File: src/sv/mpenc_pkg.sv
// Shared types and constants for the MessagePack value encoder.
// Holds the beat structs, the command codes and the format head bytes.
// No dependencies.
`default_nettype none

package mpenc_pkg;

	typedef enum logic [3:0] {
		CMD_RESTART = 4'd0,
		CMD_NIL     = 4'd1,
		CMD_BOOL    = 4'd2,
		CMD_UINT    = 4'd3,
		CMD_SINT    = 4'd4,
		CMD_FLOAT   = 4'd5,
		CMD_ARRAY   = 4'd6,
		CMD_MAP     = 4'd7,
		CMD_STR     = 4'd8,
		CMD_RAW     = 4'd9
	} cmd_t;

	localparam logic [7:0] HD_NIL    = 8'hc0;
	localparam logic [7:0] HD_FALSE  = 8'hc2;
	localparam logic [7:0] HD_TRUE   = 8'hc3;
	localparam logic [7:0] HD_FLOAT  = 8'hca;
	localparam logic [7:0] HD_U8     = 8'hcc;
	localparam logic [7:0] HD_U16    = 8'hcd;
	localparam logic [7:0] HD_U32    = 8'hce;
	localparam logic [7:0] HD_U64    = 8'hcf;
	localparam logic [7:0] HD_I8     = 8'hd0;
	localparam logic [7:0] HD_I16    = 8'hd1;
	localparam logic [7:0] HD_I32    = 8'hd2;
	localparam logic [7:0] HD_I64    = 8'hd3;
	localparam logic [7:0] HD_FIXARR = 8'h90;
	localparam logic [7:0] HD_ARR16  = 8'hdc;
	localparam logic [7:0] HD_ARR32  = 8'hdd;
	localparam logic [7:0] HD_FIXMAP = 8'h80;
	localparam logic [7:0] HD_MAP16  = 8'hde;
	localparam logic [7:0] HD_MAP32  = 8'hdf;
	localparam logic [7:0] HD_FIXSTR = 8'ha0;
	localparam logic [7:0] HD_STR8   = 8'hd9;
	localparam logic [7:0] HD_STR16  = 8'hda;

	localparam logic [15:0] CAPACITY_RESET = 16'd1024;

	typedef struct packed {
		logic [3:0]  command;
		logic [63:0] value;
	} in_beat_t;

	typedef struct packed {
		logic [7:0]  out_byte;
		logic        byte_valid;
		logic        ok;
		logic [15:0] position;
		logic        last;
	} out_beat_t;

	// Decoded item: head byte, left-aligned big-endian payload, byte count.
	typedef struct packed {
		logic        restart;
		logic        emit;
		logic        refuse;
		logic [7:0]  head;
		logic [63:0] data;
		logic [3:0]  last_idx;
		logic [3:0]  total;
	} enc_t;

endpackage

`default_nettype wire

File: src/sv/mpenc_decode.sv
// Combinational item decode: picks the shortest format, aligns the payload
// and checks the encoding against capacity. Depends on mpenc_pkg.
`default_nettype none

module mpenc_decode #(
	parameter int POSITION_BITS = 16
) (
	input  mpenc_pkg::in_beat_t     beat,
	input  logic [POSITION_BITS-1:0] pos,
	input  logic [15:0]             capacity,
	output mpenc_pkg::enc_t         enc
);
	import mpenc_pkg::*;

	localparam int SW = ((POSITION_BITS > 17) ? POSITION_BITS : 17) + 1;

	logic [63:0]   v;
	logic [63:0]   nv;
	logic [7:0]    head;
	logic [3:0]    nb;
	logic [15:0]   extra;
	logic          len_bad;
	logic          emit;
	logic          restart;
	logic [63:0]   data;
	logic [3:0]    total;
	logic [SW-1:0] need;
	logic          over;
	logic          ctr_small;
	logic          ctr_mid;
	logic          ctr_big;
	logic          ctr_map;

	assign v  = beat.value;
	assign nv = ~beat.value;

	assign ctr_small = (v[63:4] == '0);
	assign ctr_mid   = (v[63:16] == '0);
	assign ctr_big   = (v[63:32] == '0);
	assign ctr_map   = (cmd_t'(beat.command) == CMD_MAP);

	always_comb begin
		head    = '0;
		nb      = '0;
		extra   = '0;
		len_bad = 1'b0;
		emit    = 1'b1;
		restart = 1'b0;
		unique case (cmd_t'(beat.command))
			CMD_RESTART: begin
				emit    = 1'b0;
				restart = 1'b1;
			end
			CMD_NIL:   head = HD_NIL;
			CMD_BOOL:  head = (v != '0) ? HD_TRUE : HD_FALSE;
			CMD_UINT, CMD_SINT: begin
				if ((cmd_t'(beat.command) == CMD_SINT) && v[63]) begin
					priority if (nv[63:5] == '0) begin
						head = v[7:0];
					end else if (nv[63:7] == '0) begin
						head = HD_I8;
						nb   = 4'd1;
					end else if (nv[63:15] == '0) begin
						head = HD_I16;
						nb   = 4'd2;
					end else if (nv[63:31] == '0) begin
						head = HD_I32;
						nb   = 4'd4;
					end else begin
						head = HD_I64;
						nb   = 4'd8;
					end
				end else begin
					priority if (v[63:7] == '0) begin
						head = v[7:0];
					end else if (v[63:8] == '0) begin
						head = HD_U8;
						nb   = 4'd1;
					end else if (v[63:16] == '0) begin
						head = HD_U16;
						nb   = 4'd2;
					end else if (v[63:32] == '0) begin
						head = HD_U32;
						nb   = 4'd4;
					end else begin
						head = HD_U64;
						nb   = 4'd8;
					end
				end
			end
			CMD_FLOAT: begin
				head = HD_FLOAT;
				nb   = 4'd4;
			end
			CMD_ARRAY, CMD_MAP: begin
				priority if (ctr_small) begin
					head = (ctr_map ? HD_FIXMAP : HD_FIXARR) | {4'h0, v[3:0]};
				end else if (ctr_mid) begin
					head = ctr_map ? HD_MAP16 : HD_ARR16;
					nb   = 4'd2;
				end else if (ctr_big) begin
					head = ctr_map ? HD_MAP32 : HD_ARR32;
					nb   = 4'd4;
				end else begin
					len_bad = 1'b1;
				end
			end
			CMD_STR: begin
				extra = v[15:0];
				priority if (v[63:5] == '0) begin
					head = HD_FIXSTR | {3'b000, v[4:0]};
				end else if (v[63:8] == '0) begin
					head = HD_STR8;
					nb   = 4'd1;
				end else if (v[63:16] == '0) begin
					head = HD_STR16;
					nb   = 4'd2;
				end else begin
					len_bad = 1'b1;
				end
			end
			CMD_RAW:   head = v[7:0];
			default:   emit = 1'b0;
		endcase
	end

	always_comb begin
		unique case (nb)
			4'd1:    data = {v[7:0], 56'h0};
			4'd2:    data = {v[15:0], 48'h0};
			4'd4:    data = {v[31:0], 32'h0};
			4'd8:    data = v;
			default: data = '0;
		endcase
	end

	assign total = nb + 4'd1;
	assign need  = SW'(pos) + SW'(total) + SW'(extra);
	assign over  = need > SW'(capacity);

	always_comb begin
		enc.restart  = restart;
		enc.emit     = emit;
		enc.refuse   = emit && (len_bad || over);
		enc.head     = enc.refuse ? 8'h00 : head;
		enc.data     = data;
		enc.last_idx = enc.refuse ? 4'd0 : nb;
		enc.total    = total;
	end

endmodule

`default_nettype wire

File: src/sv/msgpack_value_encoder.sv
// MessagePack value encoder top level: input register, decode, byte serializer.
// Depends on mpenc_pkg and mpenc_decode.
//
// Each accepted item is emitted as its shortest MessagePack encoding, one
// byte per output beat, most significant byte first, each tagged with its
// buffer offset. An item of n encoded bytes (1 to 9) holds the output byte
// serializer for n output beats, and a new item loads only as the last byte
// of the previous one goes out; a refused item gives one beat with ok low.
// Restart and unused commands give no beat and leave the input register
// without waiting for the serializer. An item passes the input register and
// the serializer register before its first byte is presented; the next item
// is decoded and accepted while the serializer still sends the previous one.
`default_nettype none

module msgpack_value_encoder #(
	parameter int POSITION_BITS = 16
) (
	input  logic                 clk,
	input  logic                 arst_n,
	input  logic                 cfg_we,
	input  logic [15:0]          cfg_wdata,
	input  logic                 in_valid,
	output logic                 in_stall,
	input  mpenc_pkg::in_beat_t  in_data,
	output logic                 out_valid,
	input  logic                 out_stall,
	output mpenc_pkg::out_beat_t out_data
);
	import mpenc_pkg::*;

	localparam int PW = (POSITION_BITS > 16) ? POSITION_BITS : 16;

	logic [15:0]              capacity_q;
	logic [POSITION_BITS-1:0] write_pos_q;
	logic                     in_valid_s1;
	in_beat_t                 in_s1;
	enc_t                     enc;
	logic                     busy_s2;
	logic [71:0]              sr_s2;
	logic [3:0]               cnt_s2;
	logic [POSITION_BITS-1:0] pos_s2;
	logic                     ok_s2;
	logic                     out_beat;
	logic                     ser_free;
	logic                     s1_take;
	logic                     load;
	logic [PW-1:0]            pos_ext;

	mpenc_decode #(
		.POSITION_BITS(POSITION_BITS)
	) u_decode (
		.beat    (in_s1),
		.pos     (write_pos_q),
		.capacity(capacity_q),
		.enc     (enc)
	);

	assign out_beat = busy_s2 && !out_stall;
	assign ser_free = !busy_s2 || (out_beat && (cnt_s2 == 4'd0));
	assign s1_take  = in_valid_s1 && (!enc.emit || ser_free);
	assign load     = s1_take && enc.emit;
	assign in_stall = in_valid_s1 && !s1_take;

	always_ff @(posedge clk or negedge arst_n) begin
		if (!arst_n) begin
			capacity_q <= CAPACITY_RESET;
		end else if (cfg_we) begin
			capacity_q <= cfg_wdata;
		end
	end

	always_ff @(posedge clk or negedge arst_n) begin
		if (!arst_n) begin
			in_valid_s1 <= 1'b0;
		end else if (in_valid && !in_stall) begin
			in_valid_s1 <= 1'b1;
		end else if (s1_take) begin
			in_valid_s1 <= 1'b0;
		end
	end

	always_ff @(posedge clk) begin
		if (in_valid && !in_stall) begin
			in_s1 <= in_data;
		end
	end

	always_ff @(posedge clk or negedge arst_n) begin
		if (!arst_n) begin
			write_pos_q <= '0;
		end else if (s1_take && enc.restart) begin
			write_pos_q <= '0;
		end else if (load && !enc.refuse) begin
			write_pos_q <= write_pos_q + POSITION_BITS'(enc.total);
		end
	end

	always_ff @(posedge clk or negedge arst_n) begin
		if (!arst_n) begin
			busy_s2 <= 1'b0;
		end else if (load) begin
			busy_s2 <= 1'b1;
		end else if (out_beat && (cnt_s2 == 4'd0)) begin
			busy_s2 <= 1'b0;
		end
	end

	always_ff @(posedge clk) begin
		if (load) begin
			sr_s2  <= {enc.head, enc.data};
			cnt_s2 <= enc.last_idx;
			pos_s2 <= write_pos_q;
			ok_s2  <= !enc.refuse;
		end else if (out_beat) begin
			sr_s2  <= {sr_s2[63:0], 8'h00};
			cnt_s2 <= cnt_s2 - 4'd1;
			pos_s2 <= pos_s2 + POSITION_BITS'(1);
		end
	end

	assign pos_ext   = PW'(pos_s2);
	assign out_valid = busy_s2;

	always_comb begin
		out_data.out_byte   = sr_s2[71:64];
		out_data.byte_valid = ok_s2;
		out_data.ok         = ok_s2;
		out_data.position   = pos_ext[15:0];
		out_data.last       = (cnt_s2 == 4'd0);
	end

`ifndef SYNTH
	a_refuse_single: assert property (@(posedge clk) disable iff (!arst_n)
		out_valid && !out_data.ok |-> out_data.last && (out_data.out_byte == 8'h00))
		else $error("refusal beat is not a single zero byte");

	a_pos_step: assert property (@(posedge clk) disable iff (!arst_n)
		out_valid && !out_stall && !out_data.last |=>
			out_valid && (pos_s2 == $past(pos_s2) + POSITION_BITS'(1)))
		else $error("byte position did not advance within an item");

	a_restart_clears: assert property (@(posedge clk) disable iff (!arst_n)
		s1_take && enc.restart |=> write_pos_q == '0)
		else $error("restart did not clear write position");

	a_stall_needs_item: assert property (@(posedge clk) disable iff (!arst_n)
		in_stall |-> in_valid_s1 && enc.emit && busy_s2)
		else $error("input stalled without a pending item");
`endif

endmodule

`default_nettype wire

File: config.mk
export PLATFORM = sky130hd
export DESIGN_NAME = msgpack_value_encoder
export DESIGN_NICKNAME = d
export VERILOG_FILES = /design/src/sv/mpenc_pkg.sv /design/src/sv/mpenc_decode.sv /design/src/sv/msgpack_value_encoder.sv
export SDC_FILE = /design/constraint.sdc
export NUM_CORES = 1
export LEC_CHECK = 0
export ABC_AREA = 1
export BUFFER_PORTS_ARGS = -buffer_cell sky130_fd_sc_hd__buf_2
export CAP_MARGIN = 25
export CORE_AREA = 2 2 170 172
export CTS_BUF_LIST = sky130_fd_sc_hd__clkbuf_16
export CTS_CLUSTER_SIZE = 16
export DETAILED_ROUTE_END_ITERATION = 8
export DIE_AREA = 0 0 172 174
export PLACE_DENSITY = 0.69
export RECOVER_POWER = 50
export SKIP_CTS_REPAIR_TIMING = 1
export SYNTH_ARGS = -nofsm -noshare
export SYNTH_HDL_FRONTEND = slang
export SYNTH_SLANG_ARGS = --single-unit
File: constraint.sdc
create_clock -name clk -period 7.88 [get_ports clk]
set_input_delay 1.97 -clock clk [delete_from_list [all_inputs] [get_ports clk]]
set_output_delay 1.97 -clock clk [all_outputs]
set_load 0.02 [all_outputs]
After elaboration in Yosys (flattened, before gate mapping)
Index checks and enable logic that the tools add are counted.
{"block": "op_classes", "n_bitwise": 2, "n_eq_ne": 13, "reduce_logical": 39, "div": 0, "mul": 0, "n_addsub": 6, "n_mux": 61, "shift": 0, "n_lt_le_gt_ge": 1}
{"op": "64-bit case mux with 4 select lines", "n": 1}
{"op": "72-bit 2-to-1 mux", "n": 2}
{"op": "59-bit logical NOT", "n": 2}
{"op": "57-bit logical NOT", "n": 2}
{"op": "8-bit 2-to-1 mux", "n": 14}
{"op": "16-bit 2-to-1 mux", "n": 5}
{"op": "4-bit 2-to-1 mux", "n": 16}
{"op": "64-bit inverter", "n": 1}
{"op": "64-bit nonzero test", "n": 1}
{"op": "60-bit logical NOT", "n": 1}
{"op": "56-bit logical NOT", "n": 1}
{"op": "8-bit case mux with 7 select lines", "n": 1}
{"op": "49-bit logical NOT", "n": 1}
{"op": "48-bit logical NOT", "n": 1}
{"op": "33-bit logical NOT", "n": 1}
{"op": "32-bit logical NOT", "n": 1}
{"op": "4-bit by 3-bit equality test with 1-bit output, second input constant", "n": 5}
{"op": "18-bit by 16-bit adder with 18-bit output", "n": 1}
{"op": "18-bit by 16-bit greater-than comparator with 1-bit output", "n": 1}
{"op": "16-bit by 4-bit adder with 17-bit output", "n": 1}
{"op": "16-bit by 1-bit adder with 16-bit output, second input constant", "n": 1}
{"op": "16-bit by 4-bit adder with 16-bit output", "n": 1}
{"op": "4-bit case mux with 4 select lines", "n": 1}
{"op": "1-bit 2-to-1 mux", "n": 15}
{"op": "other kinds (17)", "n": 45}
{"block": "totals", "ram_bits": 0, "mem_count": 0, "reg_bits": 195, "latch_bits": 0, "wordCells": 132, "in_bits": 89, "mem_bits_ro": 0}

Depth between registers and ports, before layout
{"block": "logic_depth", "depth_word": 18, "ltp_mapped": 46, "ltp_nobuf": 45}

Cells and area by module
Synthesis repeated with hierarchy kept, for this count alone.
{"block": "hier_totals", "cells_unflattened": 1511, "area_unflattened_um2": 12376.9}
{"mod": "msgpack_value_encoder", "seq_area_each_um2": 5686.7, "area_each_um2": 8174.1, "n_inst": 1, "cells_per_inst": 715}
{"mod": "mpenc_decode", "seq_area_each_um2": 0.0, "area_each_um2": 4202.8, "n_inst": 1, "cells_per_inst": 796}

Least setup slack after synthesis
No wires, ideal clock.
{"block": "synth_timing", "kind": "input -> register", "start": "input port out_stall", "end": "register cnt_s2[0], enable pin", "setup_slack_ns": -1.201, "n_path_buf": 0, "arrival_time_ns": 8.412, "setup_time_ns": 0.669, "stages": 1, "path_cell_list": "o21ai_0"}
{"block": "synth_via", "elab_chain_len": 8}
{"element": "start, declared", "line_no": "msgpack_value_encoder.sv:26", "source": "input logic out_stall,"}
{"element": "1-bit logical NOT (*)", "line_no": "msgpack_value_encoder.sv:58", "source": "assign out_beat = busy_s2 && !out_stall;"}
{"element": "1-bit logical AND (*)", "line_no": "msgpack_value_encoder.sv:58"}
{"element": "1-bit logical AND", "line_no": "msgpack_value_encoder.sv:59", "source": "assign ser_free = !busy_s2 || (out_beat && (cnt_s2 == 4'd0));"}
{"element": "1-bit logical OR", "line_no": "msgpack_value_encoder.sv:59"}
{"element": "1-bit logical OR", "line_no": "msgpack_value_encoder.sv:60", "source": "assign s1_take = in_valid_s1 && (!enc.emit || ser_free);"}
{"element": "1-bit logical AND", "line_no": "msgpack_value_encoder.sv:60"}
{"element": "1-bit logical AND", "line_no": "msgpack_value_encoder.sv:61", "source": "assign load = s1_take && enc.emit;"}
{"element": "2-bit nonzero test (no source line) (*)"}
{"element": "end signal, assigned", "line_no": "msgpack_value_encoder.sv:111", "source": "cnt_s2 <= enc.last_idx;"}
{"element": "end signal, assigned", "line_no": "msgpack_value_encoder.sv:116", "source": "cnt_s2 <= cnt_s2 - 4'd1;"}
{"element": "end, declared", "line_no": "msgpack_value_encoder.sv:40", "source": "logic [3:0] cnt_s2;"}
Every way passes the cells marked *; elsewhere a longest branch is shown, timed or not.
A chain may end at the register's enable or synchronous reset.

Final worst setup path
{"block": "layout_timing", "start": "register in_s1[46] (netlist name)", "end": "register cnt_s2[3], data pin"}
{"block": "layout_via", "elab_chain_len": 16, "elab_cells_between_ends": 42}
{"element": "start, declared", "line_no": "msgpack_value_encoder.sv:36", "source": "in_beat_t in_s1;"}
{"element": "start signal, assigned", "line_no": "msgpack_value_encoder.sv:84", "source": "in_s1 <= in_data;"}
{"element": "64-bit inverter", "line_no": "mpenc_decode.sv:35", "source": "assign nv = ~beat.value;"}
{"element": "33-bit logical NOT", "line_no": "mpenc_decode.sv:66", "source": "end else if (nv[63:31] == '0) begin"}
{"element": "4-bit 2-to-1 mux", "line_no": "mpenc_decode.sv:66"}
{"element": "4-bit 2-to-1 mux", "line_no": "mpenc_decode.sv:63", "source": "end else if (nv[63:15] == '0) begin"}
{"element": "4-bit 2-to-1 mux", "line_no": "mpenc_decode.sv:60", "source": "end else if (nv[63:7] == '0) begin"}
{"element": "4-bit 2-to-1 mux", "line_no": "mpenc_decode.sv:58", "source": "priority if (nv[63:5] == '0) begin"}
{"element": "4-bit 2-to-1 mux", "line_no": "mpenc_decode.sv:57", "source": "if ((cmd_t'(beat.command) == CMD_SINT) && v[63]) begin"}
{"element": "4-bit case mux with 4 select lines", "line_no": "mpenc_decode.sv:49", "source": "unique case (cmd_t'(beat.command))"}
{"element": "4-bit by 1-bit adder with 4-bit output", "line_no": "mpenc_decode.sv:137", "source": "assign total = nb + 4'd1;"}
{"element": "16-bit by 4-bit adder with 17-bit output", "line_no": "mpenc_decode.sv:138", "source": "assign need = SW'(pos) + SW'(total) + SW'(extra);"}
{"element": "18-bit by 16-bit adder with 18-bit output", "line_no": "mpenc_decode.sv:138"}
{"element": "18-bit by 16-bit greater-than comparator with 1-bit output", "line_no": "mpenc_decode.sv:139", "source": "assign over = need > SW'(capacity);"}
{"element": "1-bit logical OR", "line_no": "mpenc_decode.sv:144", "source": "enc.refuse = emit && (len_bad || over);"}
{"element": "1-bit logical AND", "line_no": "mpenc_decode.sv:144"}
{"element": "4-bit 2-to-1 mux (*)", "line_no": "mpenc_decode.sv:147", "source": "enc.last_idx = enc.refuse ? 4'd0 : nb;"}
{"element": "4-bit 2-to-1 mux (*)", "line_no": "msgpack_value_encoder.sv:109", "source": "if (load) begin"}
Marks and branches as above.

==> results.yml <==
global_routing:
  antenna_found_initial: 0
  track_usage_pct: 24.2
  grt_pass1_vias: 9347
  grt_pass1_wl_um: 54300
  grt.overflow.total: 0
  grt_max_degree: 69
cts:
  clock-sinks: 195
  cts_inserted_buffers: 17
  clk_pin_slew_ns: 0.08
  cts_buffer_depth: 2
  cts_tree: "done"
  htree_num_levels: 4
  clk_latency_ns: 0.45
  clockRootBuffer: "clkbuf_16"
timing:
  fmaxAchievable_ghz: 0.141
  fin_crit_ns: 7.07
  slew_violations: 104
  finalClockSkew_ns: 0.0144
  setup_tns_ns: 0
  rsz0062_at_grt: "false"
  post-route-period-util_pct: 89.8
  tightestPinTransition_ns: 3.61
  hold_viol_final: 0
  setup_viol: 0
  maxSlewHeadroom_pct: -140
layout:
  layout_common_cells: "nand2_1 (390), inv_1 (163), edfxtp_1 (161)"
  nets: 1633
  post-route-util_pct: 46.2
  final_common_cell: "nand2_1"
  fillCellCount: 2844
  finalInstanceArea_mm2: 0.0131
  antennaDiodeCount: 0
  multiInputGateArea_mm2: 0.00509
  area_delta_synth_final_pct: 12.1
  seq_area_mm2: 0.00569
  layout-drive-gt1-share_pct: 9.80
synthesis:
  yosysWarnings: 0
  syn_nets: 1540
  yosys_most_used_dff: "edfxtp_1"
  syn_area_mm2: 0.0116
  synthArstFlopShare_pct: 17.4
  seq_area_frac_synth_pct: 48.8
  synth_cell_type_count: 46
  ys_ff_latch: 195
  synth_edf_count: 161
  syn_inst: 1404
  synth_area_per_cell_um2: 8.29
die:
  ios: 118
  row_count: 62
  fp.dieW_um: 172
  die_area_mm2: 0.0299
  fp.coreArea_mm2: 0.0282
  start_util_pct: 41.2
  die_h_um: 174
worst_setup_path:
  required_ns: 8.17
  r2r_end: "cnt_s2[3]$_DFFE_PP_"
  startpoint_type: "register"
  cp.arrival_ns: 7.37
  critPathKind: "reg -> reg"
  path_max_fanout: 12
  worstReg2RegStart: "in_s1[46]$_DFFE_PP_"
  cp_slowest_cell: "edfxtp_1"
  r2r_slack_ns: 0.81
  end_kind: "register"
  crit_path_end: "cnt_s2[3]$_DFFE_PP_"
  worst_r2r_path_depth: 41
  crit_path_max_incr_delay_ns: 0.50
  critPathLaunch: "in_s1[46]$_DFFE_PP_"
  cp_common_cell: "nand2_1"
outcome:
  status: "complete, but fails checks"
  failed_checks: "capacitance limit, slew limit"
detailed_routing:
  met2_length_um: 14900
  detail-route-antenna-nets: 0
  wl_um: 35300
  viasPerCell: 5.27
  drc: 0
  vias: 9983
  met3_length_um: 2690
  routed.top_layer: "met4"
  drtIter0Drc: 1153
  routedWlPerCell_um: 18.6
  first_pass_iters: 5
  wl_met1_um: 17000
flow_run:
  max-cap-violations: 2
pwr:
  p_leak_nw: 5.82
  vdd_drop_max_v: 0.000144
  finalPower_w: 0.00361
  p_per_area_mw_per_mm2: 277
placement:
  portBuffers: 117
  postPlaceCellArea_mm2: 0.0125
  globalplace.congestion: 0.976
  dpl.hpwl_um: 26700
min_path:
  hold_path.class: "reg -> reg"
## per-layer routing
layer / vias to the layer above / global-route usage (%)
met2: 414 / 33.5
met3: 41 / 4.78
met5: - / 0
met4: 0 / 7.18
li1: 4870 / -
met1: 4658 / 37.9
## state kept, by name (all words and copies together) (netlist names)
signal / cells
out_valid: 1
cnt_s2: 4
in_valid_s1: 1
pos_ext: 16
capacity_q: 16
sr_s2: 72
write_pos_q: 16
in_s1: 68
ok_s2: 1
## how the worst min path moves through the flow
stage	cells after the start	slack, ns	to	start
finish	2	0.52	sr_s2[64]$_DFFE_PP_	sr_s2[56]$_DFFE_PP_
global route	2	0.55	sr_s2[55]$_DFFE_PP_	sr_s2[47]$_DFFE_PP_
CTS	2	0.52	sr_s2[54]$_DFFE_PP_	sr_s2[46]$_DFFE_PP_
detailed placement	2	0.51	sr_s2[64]$_DFFE_PP_	sr_s2[56]$_DFFE_PP_
global placement	2	0.50	capacity_q[10]$_DFFE_PN1P_	capacity_q[10]$_DFFE_PN1P_
floorplan	2	0.47	capacity_q[10]$_DFFE_PN1P_	capacity_q[10]$_DFFE_PN1P_
## per-stage QoR
stage	setup slack [ns]	hold WS [ns]	cells
2_1_floorplan	1.29	0.465	1404
3_3_place_gp	0.773	0.501	1861
3_5_place_dp	0.688	0.506	1861
4_1_cts	0.654	0.525	1893
5_1_grt	0.0553	0.548	1894
6_report	0.805	0.522	1894
## power breakdown
part	switching [W]	internal, W	total, W
clock	0.000425	0.000446	0.000871
sequential	0.000189	0.00153	0.00171
combinational	0.000729	0.000300	0.00103
## synthesized netlist by cell type, types with 2 or more instances
library cell,instances,area share [%]
a31oi_1,4,0.21
a21o_1,2,0.13
edfxtp_1,161,42
nand2_2,4,0.21
xnor2_1,7,0.53
buf_2,9,0.39
nand2_1,390,13
inv_1,164,5.3
buf_6,5,0.48
nor3_4,2,0.28
o31ai_1,14,0.90
a211oi_1,2,0.13
or2_2,2,0.11
nor2_1,139,4.5
o211ai_1,9,0.58
inv_2,4,0.13
o21bai_1,5,0.32
fa_1,2,0.34
o22ai_1,3,0.16
nor3_1,30,1.3
o21ai_1,4,0.17
buf_1,5,0.16
nor4_1,5,0.27
xor2_1,28,2.1
buf_4,11,0.71
a21oi_1,31,1.3
o21ai_0,76,3.3
nor2_2,3,0.16
dfrtp_1,33,7.1
clkbuf_1,21,0.68
nand4_1,33,1.8
nor2_4,3,0.29
ha_1,45,4.8
nand3_2,2,0.17
nand3_1,135,5.8
## critical path, delay by kind of cell, from the launching register on
family | cells | cell delay (ns)
flip-flops | 1 | 0.50
adder cells (fa/ha/maj) | 4 | 1.19
AO/OA/AOI/OAI | 7 | 1.24
buffers and inverters | 4 | 0.45
XOR/XNOR | 2 | 0.31
AND/OR/NAND/NOR | 24 | 3.20
## logic make-up (layout without fill, tap and decap cells)
| kind of cell | after synthesis | count (layout) | share of synthesized area, % |
|---|---|---|---|
| buffers and inverters | 219 | 324 | 7.83 |
| flip-flops | 195 | 195 | 48.8 |
| XOR/XNOR | 35 | 35 | 2.63 |
| adder cells (fa/ha/maj) | 47 | 47 | 5.18 |
| AND/OR/NAND/NOR | 754 | 755 | 28.0 |
| AO/OA/AOI/OAI | 153 | 153 | 7.41 |
| multiplexers | 1 | 1 | 0.0967 |
## layout make-up
class | count | share of cell area, %
tap | 384 | 3.68
multi-input combinational | 991 | 39.0
sequential | 195 | 43.6
inverter | 168 | 4.83
clock inverter | 15 | 1.14
clock buffer | 17 | 3.26
timing repair buffer | 124 | 4.50
Power figures use the tool's default switching activity.
